**src/rtl/teq_pkg.sv**
```systemverilog
`timescale 1ns / 1ps
// ----------------------------------------------------------------------------
// teq_pkg: shared types and constants of the timed event queue
// Entry layout, beat structs, command and status bundles and the codes that
// the controller and the datapath agree on.
// ----------------------------------------------------------------------------
package teq_pkg;

  localparam int unsigned DEPTH   = 16;
  localparam int unsigned MAX_OUT = 16;
  localparam int unsigned OCC_W   = $clog2(DEPTH + 1);
  localparam int unsigned CNT_W   = $clog2(MAX_OUT + 1);

  // Request codes carried in the kind field of an input beat.
  localparam logic [1:0] KIND_INSERT  = 2'd0;
  localparam logic [1:0] KIND_EXECUTE = 2'd1;
  localparam logic [1:0] KIND_REMOVE  = 2'd2;

  // Status codes carried in a result beat.
  localparam logic [2:0] ST_INSERTED = 3'd0;
  localparam logic [2:0] ST_FULL     = 3'd1;
  localparam logic [2:0] ST_FIRED    = 3'd2;
  localparam logic [2:0] ST_NONE_DUE = 3'd3;
  localparam logic [2:0] ST_REMOVED  = 3'd4;

  typedef struct packed {
    logic [1:0]  kind;
    logic [31:0] due_time;
    logic [15:0] event_arg;
    logic [3:0]  event_kind;
    logic [7:0]  handler_id;
  } in_item_t;

  typedef struct packed {
    logic [2:0]  status;
    logic        found;
    logic [15:0] fired_arg;
    logic [3:0]  fired_kind;
    logic [7:0]  fired_handler;
    logic        last;
  } out_item_t;

  typedef struct packed {
    logic [31:0] due;
    logic [15:0] arg;
    logic [3:0]  kind;
    logic [7:0]  handler;
  } entry_t;

  typedef enum logic [1:0] {
    S_IDLE,
    S_INSERT,
    S_EXEC,
    S_REMOVE
  } state_e;

  typedef enum logic [2:0] {
    OP_NOP,
    OP_LOAD,
    OP_INSERT,
    OP_FULL,
    OP_POP,
    OP_NONE_DUE,
    OP_REMOVE
  } op_e;

  typedef struct packed {
    op_e  op;
    logic last;
  } cmd_t;

  typedef struct packed {
    logic full;
    logic head_due;
    logic next_due;
    logic out_free;
  } stat_t;

endpackage

```
**src/rtl/teq_datapath.sv**
```systemverilog
`timescale 1ns / 1ps
// ----------------------------------------------------------------------------
// teq_datapath: sorted entry chain, request register and result register
// Each cell compares itself with the held request and shifts in from its
// neighbour on insert, remove or pop. Results leave through a register.
// ----------------------------------------------------------------------------
module teq_datapath (
  input  logic               clk_i,
  input  logic               rst_ni,
  input  teq_pkg::cmd_t      cmd_i,
  output teq_pkg::stat_t     stat_o,
  input  teq_pkg::in_item_t  in_item_i,
  output logic               out_valid_o,
  input  logic               out_stall_i,
  output teq_pkg::out_item_t out_item_o
);

  teq_pkg::in_item_t               item_q;
  teq_pkg::entry_t                 ent_q [teq_pkg::DEPTH];
  teq_pkg::entry_t                 new_w;
  logic [teq_pkg::OCC_W-1:0]       occ_q, occ_d;
  logic [teq_pkg::DEPTH-1:0]       le, match, hit;
  logic                            found;
  logic                            emit;
  logic                            out_valid_q, out_valid_d;
  teq_pkg::out_item_t              out_q, out_d;

  assign new_w = '{due: item_q.due_time, arg: item_q.event_arg,
                   kind: item_q.event_kind, handler: item_q.handler_id};

  always_ff @(posedge clk_i) begin
    if (cmd_i.op == teq_pkg::OP_LOAD) begin
      item_q <= in_item_i;
    end
  end

  // One cell per entry; valid entries form a prefix of length occ_q.
  for (genvar g = 0; g < teq_pkg::DEPTH; g++) begin : g_cell
    logic            valid_w;
    logic            prev_le;
    teq_pkg::entry_t prev_w, next_w, ent_d;

    assign valid_w  = (occ_q > teq_pkg::OCC_W'(g));
    assign le[g]    = valid_w && (ent_q[g].due <= item_q.due_time);
    assign match[g] = valid_w && (ent_q[g].arg == item_q.event_arg)
                      && (ent_q[g].kind == item_q.event_kind);

    if (g == 0) begin : g_head
      assign prev_w  = new_w;
      assign prev_le = 1'b1;
    end else begin : g_body
      assign prev_w  = ent_q[g-1];
      assign prev_le = le[g-1];
    end

    if (g == teq_pkg::DEPTH - 1) begin : g_tail
      assign next_w = ent_q[g];
    end else begin : g_inner
      assign next_w = ent_q[g+1];
    end

    always_comb begin
      ent_d = ent_q[g];
      unique case (cmd_i.op)
        teq_pkg::OP_INSERT: begin
          if (!le[g]) begin
            ent_d = prev_le ? new_w : prev_w;
          end
        end
        teq_pkg::OP_REMOVE: begin
          if (hit[g]) begin
            ent_d = next_w;
          end
        end
        teq_pkg::OP_POP: begin
          ent_d = next_w;
        end
        default: begin
        end
      endcase
    end

    always_ff @(posedge clk_i) begin
      ent_q[g] <= ent_d;
    end
  end

  // Marks the first matching entry and every entry behind it.
  always_comb begin
    hit[0] = match[0];
    for (int i = 1; i < teq_pkg::DEPTH; i++) begin
      hit[i] = hit[i-1] | match[i];
    end
  end

  assign found = hit[teq_pkg::DEPTH-1];

  always_comb begin
    occ_d = occ_q;
    unique case (cmd_i.op)
      teq_pkg::OP_INSERT: occ_d = occ_q + teq_pkg::OCC_W'(1);
      teq_pkg::OP_POP:    occ_d = occ_q - teq_pkg::OCC_W'(1);
      teq_pkg::OP_REMOVE: occ_d = found ? occ_q - teq_pkg::OCC_W'(1) : occ_q;
      default:            occ_d = occ_q;
    endcase
  end

  always_ff @(posedge clk_i or negedge rst_ni) begin
    if (!rst_ni) begin
      occ_q <= '0;
    end else begin
      occ_q <= occ_d;
    end
  end

  assign stat_o.full     = (occ_q == teq_pkg::OCC_W'(teq_pkg::DEPTH));
  assign stat_o.head_due = (occ_q != '0) && (ent_q[0].due == item_q.due_time);
  assign stat_o.next_due = (occ_q > teq_pkg::OCC_W'(1))
                           && (ent_q[1].due == item_q.due_time);
  assign stat_o.out_free = !out_valid_q || !out_stall_i;

  // Result register.
  always_comb begin
    emit  = 1'b1;
    out_d = '0;
    out_d.last = 1'b1;
    unique case (cmd_i.op)
      teq_pkg::OP_INSERT:   out_d.status = teq_pkg::ST_INSERTED;
      teq_pkg::OP_FULL:     out_d.status = teq_pkg::ST_FULL;
      teq_pkg::OP_NONE_DUE: out_d.status = teq_pkg::ST_NONE_DUE;
      teq_pkg::OP_REMOVE: begin
        out_d.status = teq_pkg::ST_REMOVED;
        out_d.found  = found;
      end
      teq_pkg::OP_POP: begin
        out_d.status        = teq_pkg::ST_FIRED;
        out_d.fired_arg     = ent_q[0].arg;
        out_d.fired_kind    = ent_q[0].kind;
        out_d.fired_handler = ent_q[0].handler;
        out_d.last          = cmd_i.last;
      end
      default: emit = 1'b0;
    endcase
  end

  assign out_valid_d = emit || (out_valid_q && out_stall_i);

  always_ff @(posedge clk_i or negedge rst_ni) begin
    if (!rst_ni) begin
      out_valid_q <= 1'b0;
    end else begin
      out_valid_q <= out_valid_d;
    end
  end

  always_ff @(posedge clk_i) begin
    if (emit) begin
      out_q <= out_d;
    end
  end

  assign out_valid_o = out_valid_q;
  assign out_item_o  = out_q;

  a_occ_bound : assert property (@(posedge clk_i) disable iff (!rst_ni)
    occ_q <= teq_pkg::OCC_W'(teq_pkg::DEPTH))
    else $error("occupancy beyond depth");

  a_insert_grows : assert property (@(posedge clk_i) disable iff (!rst_ni)
    cmd_i.op == teq_pkg::OP_INSERT |=>
      occ_q == teq_pkg::OCC_W'($past(occ_q) + 1'b1))
    else $error("insert did not grow the queue");

  a_emit_free : assert property (@(posedge clk_i) disable iff (!rst_ni)
    emit |-> (!out_valid_q || !out_stall_i))
    else $error("result written over a stalled beat");

endmodule

```
**src/rtl/teq_ctrl.sv**
```systemverilog
`timescale 1ns / 1ps
// ----------------------------------------------------------------------------
// teq_ctrl: request sequencer of the timed event queue
// Takes one request, then issues insert or full, remove, or a run of pops or a
// nothing-due beat to the datapath whenever the result register can take a beat.
// ----------------------------------------------------------------------------
module teq_ctrl (
  input  logic           clk_i,
  input  logic           rst_ni,
  input  logic           in_valid_i,
  input  logic [1:0]     in_kind_i,
  output logic           in_stall_o,
  input  teq_pkg::stat_t stat_i,
  output teq_pkg::cmd_t  cmd_o
);

  teq_pkg::state_e           state_q, state_d;
  logic [teq_pkg::CNT_W-1:0] cnt_q, cnt_d;
  logic                      can_pop, pop_last;

  assign can_pop  = stat_i.head_due && (cnt_q < teq_pkg::CNT_W'(teq_pkg::MAX_OUT));
  assign pop_last = !(stat_i.next_due
                      && ((cnt_q + teq_pkg::CNT_W'(1))
                          < teq_pkg::CNT_W'(teq_pkg::MAX_OUT)));

  // Next state.
  always_comb begin
    state_d = state_q;
    unique case (state_q)
      teq_pkg::S_IDLE: begin
        if (in_valid_i) begin
          priority if (in_kind_i == teq_pkg::KIND_INSERT)  state_d = teq_pkg::S_INSERT;
          else if (in_kind_i == teq_pkg::KIND_EXECUTE)     state_d = teq_pkg::S_EXEC;
          else if (in_kind_i == teq_pkg::KIND_REMOVE)      state_d = teq_pkg::S_REMOVE;
          else                                             state_d = teq_pkg::S_IDLE;
        end
      end
      teq_pkg::S_INSERT, teq_pkg::S_REMOVE: begin
        if (stat_i.out_free) begin
          state_d = teq_pkg::S_IDLE;
        end
      end
      teq_pkg::S_EXEC: begin
        if (stat_i.out_free && (!can_pop || pop_last)) begin
          state_d = teq_pkg::S_IDLE;
        end
      end
      default: state_d = teq_pkg::S_IDLE;
    endcase
  end

  // Commands.
  always_comb begin
    in_stall_o = 1'b1;
    cmd_o.op   = teq_pkg::OP_NOP;
    cmd_o.last = 1'b1;
    unique case (state_q)
      teq_pkg::S_IDLE: begin
        in_stall_o = 1'b0;
        if (in_valid_i) begin
          cmd_o.op = teq_pkg::OP_LOAD;
        end
      end
      teq_pkg::S_INSERT: begin
        if (stat_i.out_free) begin
          cmd_o.op = stat_i.full ? teq_pkg::OP_FULL : teq_pkg::OP_INSERT;
        end
      end
      teq_pkg::S_REMOVE: begin
        if (stat_i.out_free) begin
          cmd_o.op = teq_pkg::OP_REMOVE;
        end
      end
      teq_pkg::S_EXEC: begin
        if (stat_i.out_free) begin
          if (can_pop) begin
            cmd_o.op   = teq_pkg::OP_POP;
            cmd_o.last = pop_last;
          end else begin
            cmd_o.op = teq_pkg::OP_NONE_DUE;
          end
        end
      end
      default: begin
      end
    endcase
  end

  always_comb begin
    cnt_d = cnt_q;
    if (cmd_o.op == teq_pkg::OP_LOAD) begin
      cnt_d = '0;
    end else if (cmd_o.op == teq_pkg::OP_POP) begin
      cnt_d = cnt_q + teq_pkg::CNT_W'(1);
    end
  end

  always_ff @(posedge clk_i or negedge rst_ni) begin
    if (!rst_ni) begin
      state_q <= teq_pkg::S_IDLE;
      cnt_q   <= '0;
    end else begin
      state_q <= state_d;
      cnt_q   <= cnt_d;
    end
  end

  a_pop_limit : assert property (@(posedge clk_i) disable iff (!rst_ni)
    cmd_o.op == teq_pkg::OP_POP |-> cnt_q < teq_pkg::CNT_W'(teq_pkg::MAX_OUT))
    else $error("more pops than one execute allows");

  a_none_first : assert property (@(posedge clk_i) disable iff (!rst_ni)
    cmd_o.op == teq_pkg::OP_NONE_DUE |-> cnt_q == '0)
    else $error("nothing-due beat after fired events");

endmodule

```
**src/rtl/timed_event_queue.sv**
```systemverilog
`timescale 1ns / 1ps
// ----------------------------------------------------------------------------
// timed_event_queue: event queue kept in order of due time
// Inserts, fires and removes events held in a chain of sorted cells.
// ----------------------------------------------------------------------------
//
//   Channel | Direction | Handshake               | Beat
//   --------+-----------+-------------------------+----------------------
//   in      | input     | in_valid_i / in_stall_o | teq_pkg::in_item_t
//   out     | output    | out_valid_o/out_stall_i | teq_pkg::out_item_t
//
// A request is taken while the sequencer is idle and answered once the result
// register is free; insert and remove give one result beat each, an execute
// gives one beat per fired event, or a single beat when nothing is due. All requests
// share the single cell chain. Reset clears the sequencer, the occupancy and
// the result valid;
// entry contents are not cleared, as only valid entries are ever read. A
// stall on the result side holds the sequencer in its working state, while a
// finished beat may wait in the result register as the next request arrives.
//
// Each cell compares its own due time with the request, so an insert needs no
// search: a cell whose time is later than the new one takes either the new
// event or its neighbour's. Remove deletes the first matching entry by shifting
// every entry behind it one place towards the head. Execute pops the head
// while its due time equals the given time, at most MAX_OUT times, and marks
// the final fired beat as last; with nothing due it returns a single beat.
// Unknown request codes are taken and dropped without a result.
// ----------------------------------------------------------------------------
module timed_event_queue (
  input  logic               clk_i,
  input  logic               rst_ni,
  input  logic               in_valid_i,
  output logic               in_stall_o,
  input  teq_pkg::in_item_t  in_item_i,
  output logic               out_valid_o,
  input  logic               out_stall_i,
  output teq_pkg::out_item_t out_item_o
);

  teq_pkg::cmd_t  cmd;
  teq_pkg::stat_t stat;

  teq_ctrl u_ctrl (
    .clk_i      (clk_i),
    .rst_ni     (rst_ni),
    .in_valid_i (in_valid_i),
    .in_kind_i  (in_item_i.kind),
    .in_stall_o (in_stall_o),
    .stat_i     (stat),
    .cmd_o      (cmd)
  );

  teq_datapath u_datapath (
    .clk_i       (clk_i),
    .rst_ni      (rst_ni),
    .cmd_i       (cmd),
    .stat_o      (stat),
    .in_item_i   (in_item_i),
    .out_valid_o (out_valid_o),
    .out_stall_i (out_stall_i),
    .out_item_o  (out_item_o)
  );

endmodule
```
**config.mk**
```make
export PLATFORM = sky130hd
export DESIGN_NAME = timed_event_queue
export DESIGN_NICKNAME = d
export VERILOG_FILES = /design/src/rtl/teq_pkg.sv /design/src/rtl/teq_datapath.sv /design/src/rtl/teq_ctrl.sv /design/src/rtl/timed_event_queue.sv
export SDC_FILE = /design/constraint.sdc
export NUM_CORES = 2
export LEC_CHECK = 0
export BUFFER_PORTS_ARGS = -buffer_cell sky130_fd_sc_hd__clkbuf_2
export CAP_MARGIN = 0
export CELL_PAD_IN_SITES_DETAIL_PLACEMENT = 0
export CELL_PAD_IN_SITES_GLOBAL_PLACEMENT = 1
export CORE_MARGIN = 10
export CORE_UTILIZATION = 52
export CTS_BUF_LIST = sky130_fd_sc_hd__clkbuf_16
export CTS_CLUSTER_SIZE = 8
export DETAILED_ROUTE_END_ITERATION = 10
export PLACE_DENSITY_LB_ADDON = 0.25
export SKIP_LAST_GASP = 1
export SLEW_MARGIN = 0
export SYNTH_ARGS = -nofsm -noshare
export SYNTH_HDL_FRONTEND = slang
export SYNTH_SLANG_ARGS = --single-unit
export TNS_END_PERCENT = 50
```
**constraint.sdc**
```tcl
create_clock -name clk_i -period 10.6 [get_ports clk_i]
set_input_delay 0 -clock clk_i [delete_from_list [all_inputs] [get_ports clk_i]]
set_output_delay 0 -clock clk_i [all_outputs]
set_load 0.02 [all_outputs]
```
# Word level (Yosys, flattened, before mapping)

Memory sizes are Yosys's and may differ from the RTL's.
Cells that the tools add are included.

Register bits: 106
Memory bits (writable): 960
Input bits: 66
Output and inout port bits: 35
Logic and storage cells: 272
Memories kept: 1

Memories:

| memory           | words | width | rd ports | clocked after Yosys merged registers in | wr ports | RTL line           | source |
|---|---|---|---|---|---|---|---|
| u_datapath.ent_q | 16    | 60    | 16       | 0                                       | 16       | teq_datapath.sv:19 | `teq_pkg::entry_t ent_q [teq_pkg::DEPTH];` |

Add/sub/neg operators: 3
Order comparisons: 34
Equal/unequal tests: 50
Muxes and demuxes: 84
Bitwise gates (word level): 15
Reduce and logical (&&, ||, !) cells: 71

Operators with widths:

| cell                                                                            | number |
|---|---|
| 60-bit two-way mux                                                              | 47 |
| 60-bit case mux with 3 select lines                                             | 15 |
| 32-bit less-or-equal comparator                                                 | 16 |
| 16-bit == test                                                                  | 16 |
| 32-bit == test                                                                  | 2 |
| 4-bit == test                                                                   | 16 |
| 1-bit logical AND                                                               | 54 |
| 5-bit by 4-bit greater-than comparator with 1-bit output, second input constant | 8 |
| 3-bit case mux with 4 select lines                                              | 2 |
| 5-bit by 3-bit greater-than comparator with 1-bit output, second input constant | 4 |
| 5-bit two-way mux                                                               | 3 |
| 1-bit bitwise OR                                                                | 15 |
| 5-bit case mux with 3 select lines                                              | 1 |
| 2-bit two-way mux                                                               | 6 |
| 5-bit by 1-bit adder with 5-bit output, second input constant                   | 2 |
| 5-bit by 1-bit greater-than comparator with 1-bit output, second input constant | 2 |
| 5-bit by 2-bit greater-than comparator with 1-bit output, second input constant | 2 |
| 5-bit < comparator, second input constant                                       | 2 |
| 3-bit == test, second input constant                                            | 3 |
| 2-bit == test, second input constant                                            | 3 |
| 3-bit by 2-bit == test with 1-bit output, second input constant                 | 2 |
| 1-bit two-way mux                                                               | 6 |
| 3-bit two-way mux                                                               | 2 |
| 2-bit by 1-bit inequality test with 1-bit output, second input constant         | 3 |
| 18 further kinds                                                                | 25 |

# Longest topological paths before layout

An unclocked memory read counts as a cell.

Depth after elaboration: 21
Gate-level depth with buffers: 14
Depth with buffers taken out: 10

# By module

From an unflattened synthesis, not the netlist that was laid out.

Cells, all modules: 6615
Area total of the unflattened synthesis: 68542.0 um2

Modules (own cells, without submodules):

| module       | instances | cells each | area an instance (um2) | sequential area each (um2) |
|---|---|---|---|---|
| teq_datapath | 1         | 6569       | 68086.6                | 31770.5 |
| teq_ctrl     | 1         | 46         | 455.4                  | 175.2 |

# Worst setup path before layout

Ideal clock, no wire load.

Path type: reg-to-reg
From: register u_datapath.g_cell[0].prev_w[39] (netlist name)
To: memory u_datapath.ent_q[10][0] (netlist name) (enable)
Setup time: 575 ps
Arrival time: 7180 ps
Data required time: 10025 ps
Slack: 2845 ps
Stages on the path, launching flop included: 11
Buffers on the path: 1
Period minus slack after synthesis: 7755 ps
Path through: edfxtp_1 > inv_1 > ha_1 > nand4_1 > or4_4 > or3_1 > or2_1 > nor2_1 > a31oi_1 > clkbuf_1 > a221oi_1

RTL lines:

| item          | RTL line |
|---|---|
| end, declared | teq_datapath.sv:19 |

==> flow_summary.toml <==
[run_status]
status = "completed"

[grt]
grtUsageMet3_pct = 7.020
grt_pass1_vias = 57970
grt_use_total_pct = 35.05
grt-busiest-layer = "met2"
grt_max_degree = 256
antenna_found_initial = 9
met2_usage_pct = 53.48
grt_util_met1_pct = 47.35
grt_pass1_wl_mm = 401.5
grt-ovfl-total = 0

[power]
seqPwrFrac_pct = 32.4
p_sw_mw = 13.08
intPower_mw = 15.09
vdd_drop_max_mv = 0.3442
p_leak_nw = 29.69
power_density_mw_per_mm2 = 359.0
power_frac_clock_pct = 16.3
swShare_pct = 46.43
combPwrFrac_pct = 51.3

[placement]
placed_cells = 8578
portBuffers = 100
dpl.hpwl_mm = 181.2
gp_congestion = 1.007

[setup_path]
r2r_slack_ns = 4.50
r2r_start = "u_datapath.g_cell[0].prev_w[39]"
cp-start-kind = "register"
crit_type = "reg -> reg"
crit_path_end = "u_datapath.ent_q[13][49]"
crit_path_end_kind = "register"
worstPathRequired_ns = 11.12
crit_start = "u_datapath.g_cell[0].prev_w[39]"
reg2reg_to = "u_datapath.ent_q[13][49]"
arrival_ns = 6.62
cp_max_fo = 195
worst_r2r_path_depth = 12

[floorplan]
core_area_mm2 = 0.1358
fp-row-count = 135
chipWidth_um = 390.4
die_area_mm2 = 0.1524
start_util_pct = 52.53
num_io_pins = 101
die_h_um = 390.4

[cells_and_area]
drive_above_1_share_pct = 8.934
final_cells = 8903
final-seq-area_mm2 = 0.03195
multiInputGateArea_mm2 = 0.03686
final_cell_mix = "edfxtp_1 (1,053), nand2_1 (736), nor2_1 (632), ha_1 (521), o21ai_0 (502)"
final_common_cell = "edfxtp_1"
fill_cells = 11670
syn2layout_area_growth_pct = 10.03
final_nets = 7662

[synthesis]
postSynthCellCount = 7146
post_synth.cell_area_avg_um2 = 9.983
netlist_area_mm2 = 0.07134
synth.net_count = 7733
synth_seq_cells = 1066
yosysUniqueCellTypes = 81
yosysSeqAreaShare_pct = 44.78
synth_edf_count = 1053
synth-async-reset-ratio_pct = 1.220
synthFlopType = "edfxtp_1"
yosys_warnings = 0

[timing]
setup_viol = 0
fmax_mhz = 164.0
finalCritPeriodShare_pct = 57.54
fin_crit_ns = 6.099
rsz0062_at_grt = "no"
drv_slew = 0
clock_skew_ns = 0.02711
worst_pin_slew_ns = 1.435
hold_viol = 0
slew_headroom_pct = 3.086
setup_tns_ns = 0

[clock_network]
cts_buffer_depth = 3
cts_root_buf = "clkbuf_16"
hold_buffers = 124
clk-insertion-delay-late_ns = 0.80
cts_buffers = 152
htree_levels = 4
post_cts_buffers = 0
cts_tree = "done"
cts.sinks = 1066
cts_resized = 0
path_clk_slew_ns = 0.05

[route]
drt_wl_total_mm = 277.3
drc = 0
dr.first_iter.drc_count = 8944
viasPerCell = 6.897
num_vias = 61400
post_drt_wl_per_cell_um = 31.15
dr.pass1.iters = 6
drtAntennaViolNets = 0

[run]
drv_cap = 0

[min_path]
hp-class = "in -> reg"
==> cell type report <==
class / count / share of cell area (%)
clock buffer: 156 / 4.974
tap: 1781 / 2.839
inverter: 73 / 0.3523
clock inverter: 42 / 0.4384
antenna: 3 / 0.009565
timing repair buffer: 369 / 3.718
multi-input combinational: 5413 / 46.97
sequential: 1066 / 40.70
==> power groups by stage <==
stage | Combinational [mW] | Sequential, mW | Clock [mW]
2_1_floorplan | 9.51 | 8.39 | 0
3_3_place_gp | 13.6 | 9.08 | 0
3_5_place_dp | 13.9 | 9.08 | 0
4_1_cts | 14.0 | 9.03 | 4.61
5_1_grt | 15.3 | 9.22 | 4.78
6_report | 14.5 | 9.12 | 4.60
==> worst max-delay path, stage by stage (launching register included) <==
cell and delay (ns):
edfxtp_1 0.79, inv_1 0.38, buf_4 0.30, ha_1 0.31, nand4_1 0.25, or4_4 0.63
nor4_4 0.45, o21ba_4 0.53, buf_12 0.65, buf_4 0.90, a311oi_1 0.11, a21oi_1 0.23
a211oi_2 0.05
==> worst min-delay path by stage <==
| stage | startpoint | endpoint | slack (ns) | cells after the start |
|---|---|---|---|---|
| 2_1_floorplan | rst_ni | u_ctrl.cnt_q[0] | -0.30 | 0 |
| 3_3_place_gp | rst_ni | u_datapath.out_valid_o | -0.04 | 1 |
| 3_5_place_dp | rst_ni | u_datapath.out_valid_o | -0.04 | 1 |
| 4_1_cts | in_item_i[39] | u_datapath.g_cell[0].prev_w[39] | 0.003 | 2 |
| 5_1_grt | in_item_i[39] | u_datapath.g_cell[0].prev_w[39] | 0.02 | 2 |
| 6_report | in_item_i[39] | u_datapath.g_cell[0].prev_w[39] | 0.007 | 2 |
==> logic make-up after synthesis <==
family | Yosys count | share of synthesized area, %
AOI/OAI and AO/OA | 1650 | 15.17
buffers and inverters | 667 | 4.185
and+or+nand+nor | 2378 | 15.07
xor gates and xnor gates | 326 | 4.003
adders and majority gates | 521 | 9.138
muxes | 538 | 7.654
DFF | 1066 | 44.78
==> cells in the mapped netlist (all sizes together), types with 67 or more instances <==
cell type  count  share of area (%)
nand3        226                1.6
nand4        141                1.2
o211ai       147                1.5
edfxtp      1053                 44
a21oi        385                2.7
mux2i        478                6.7
buf          258                2.0
inv           72               0.38
a21o          67               0.71
clkbuf       336                1.8
a211oi       116                1.6
nor2         635                3.4
xnor2        141                1.7
o21ai        509                3.6
a31oi         71               0.62
ha           521                9.1
xor2         185                2.3
nor3         413                2.9
nand2        741                3.9
==> metal layers <==
layer | share of wire (%) | wire length, um | vias to the layer above
met5 | 0.0079 | 22 | -
met4 | 5.6 | 15540 | 4
met1 | 40 | 110300 | 30060
met2 | 44 | 122500 | 3922
met3 | 10 | 28980 | 725
li1 | - | - | 26690
==> sequential cells by signal (all words and copies together) (netlist names) <==
| name | cells |
|---|---|
| u_datapath.ent_q | 960 |
| u_datapath.g_cell.prev_w | 60 |
| u_datapath.out_valid_o | 1 |
| u_datapath.out_item_o | 33 |
| u_ctrl.cnt_q | 5 |
| u_datapath.occ_q | 5 |
| u_ctrl.state_q | 2 |
==> stage by stage <==
| stage | power (mW) | utilization, % | cell area (um^2) | setup WS (ns) | hold slack [ns] |
|---|---|---|---|---|---|
| final | 28.18 | 57.79 | 78490 | 4.501 | 0.007036 |
| after global routing | 29.33 | 57.79 | 78480 | 4.248 | 0.01986 |
| after CTS | 27.64 | 57.79 | 78480 | 4.701 | 0.003381 |
| after detailed placement | 23.02 | 53.75 | 72990 | 4.706 | -0.04220 |
| after global placement | 22.70 | 53.75 | 72990 | 4.756 | -0.04060 |
| after floorplan | 17.90 | - | 71340 | 2.845 | -0.2956 |
Power figures use the tool's default switching activity.
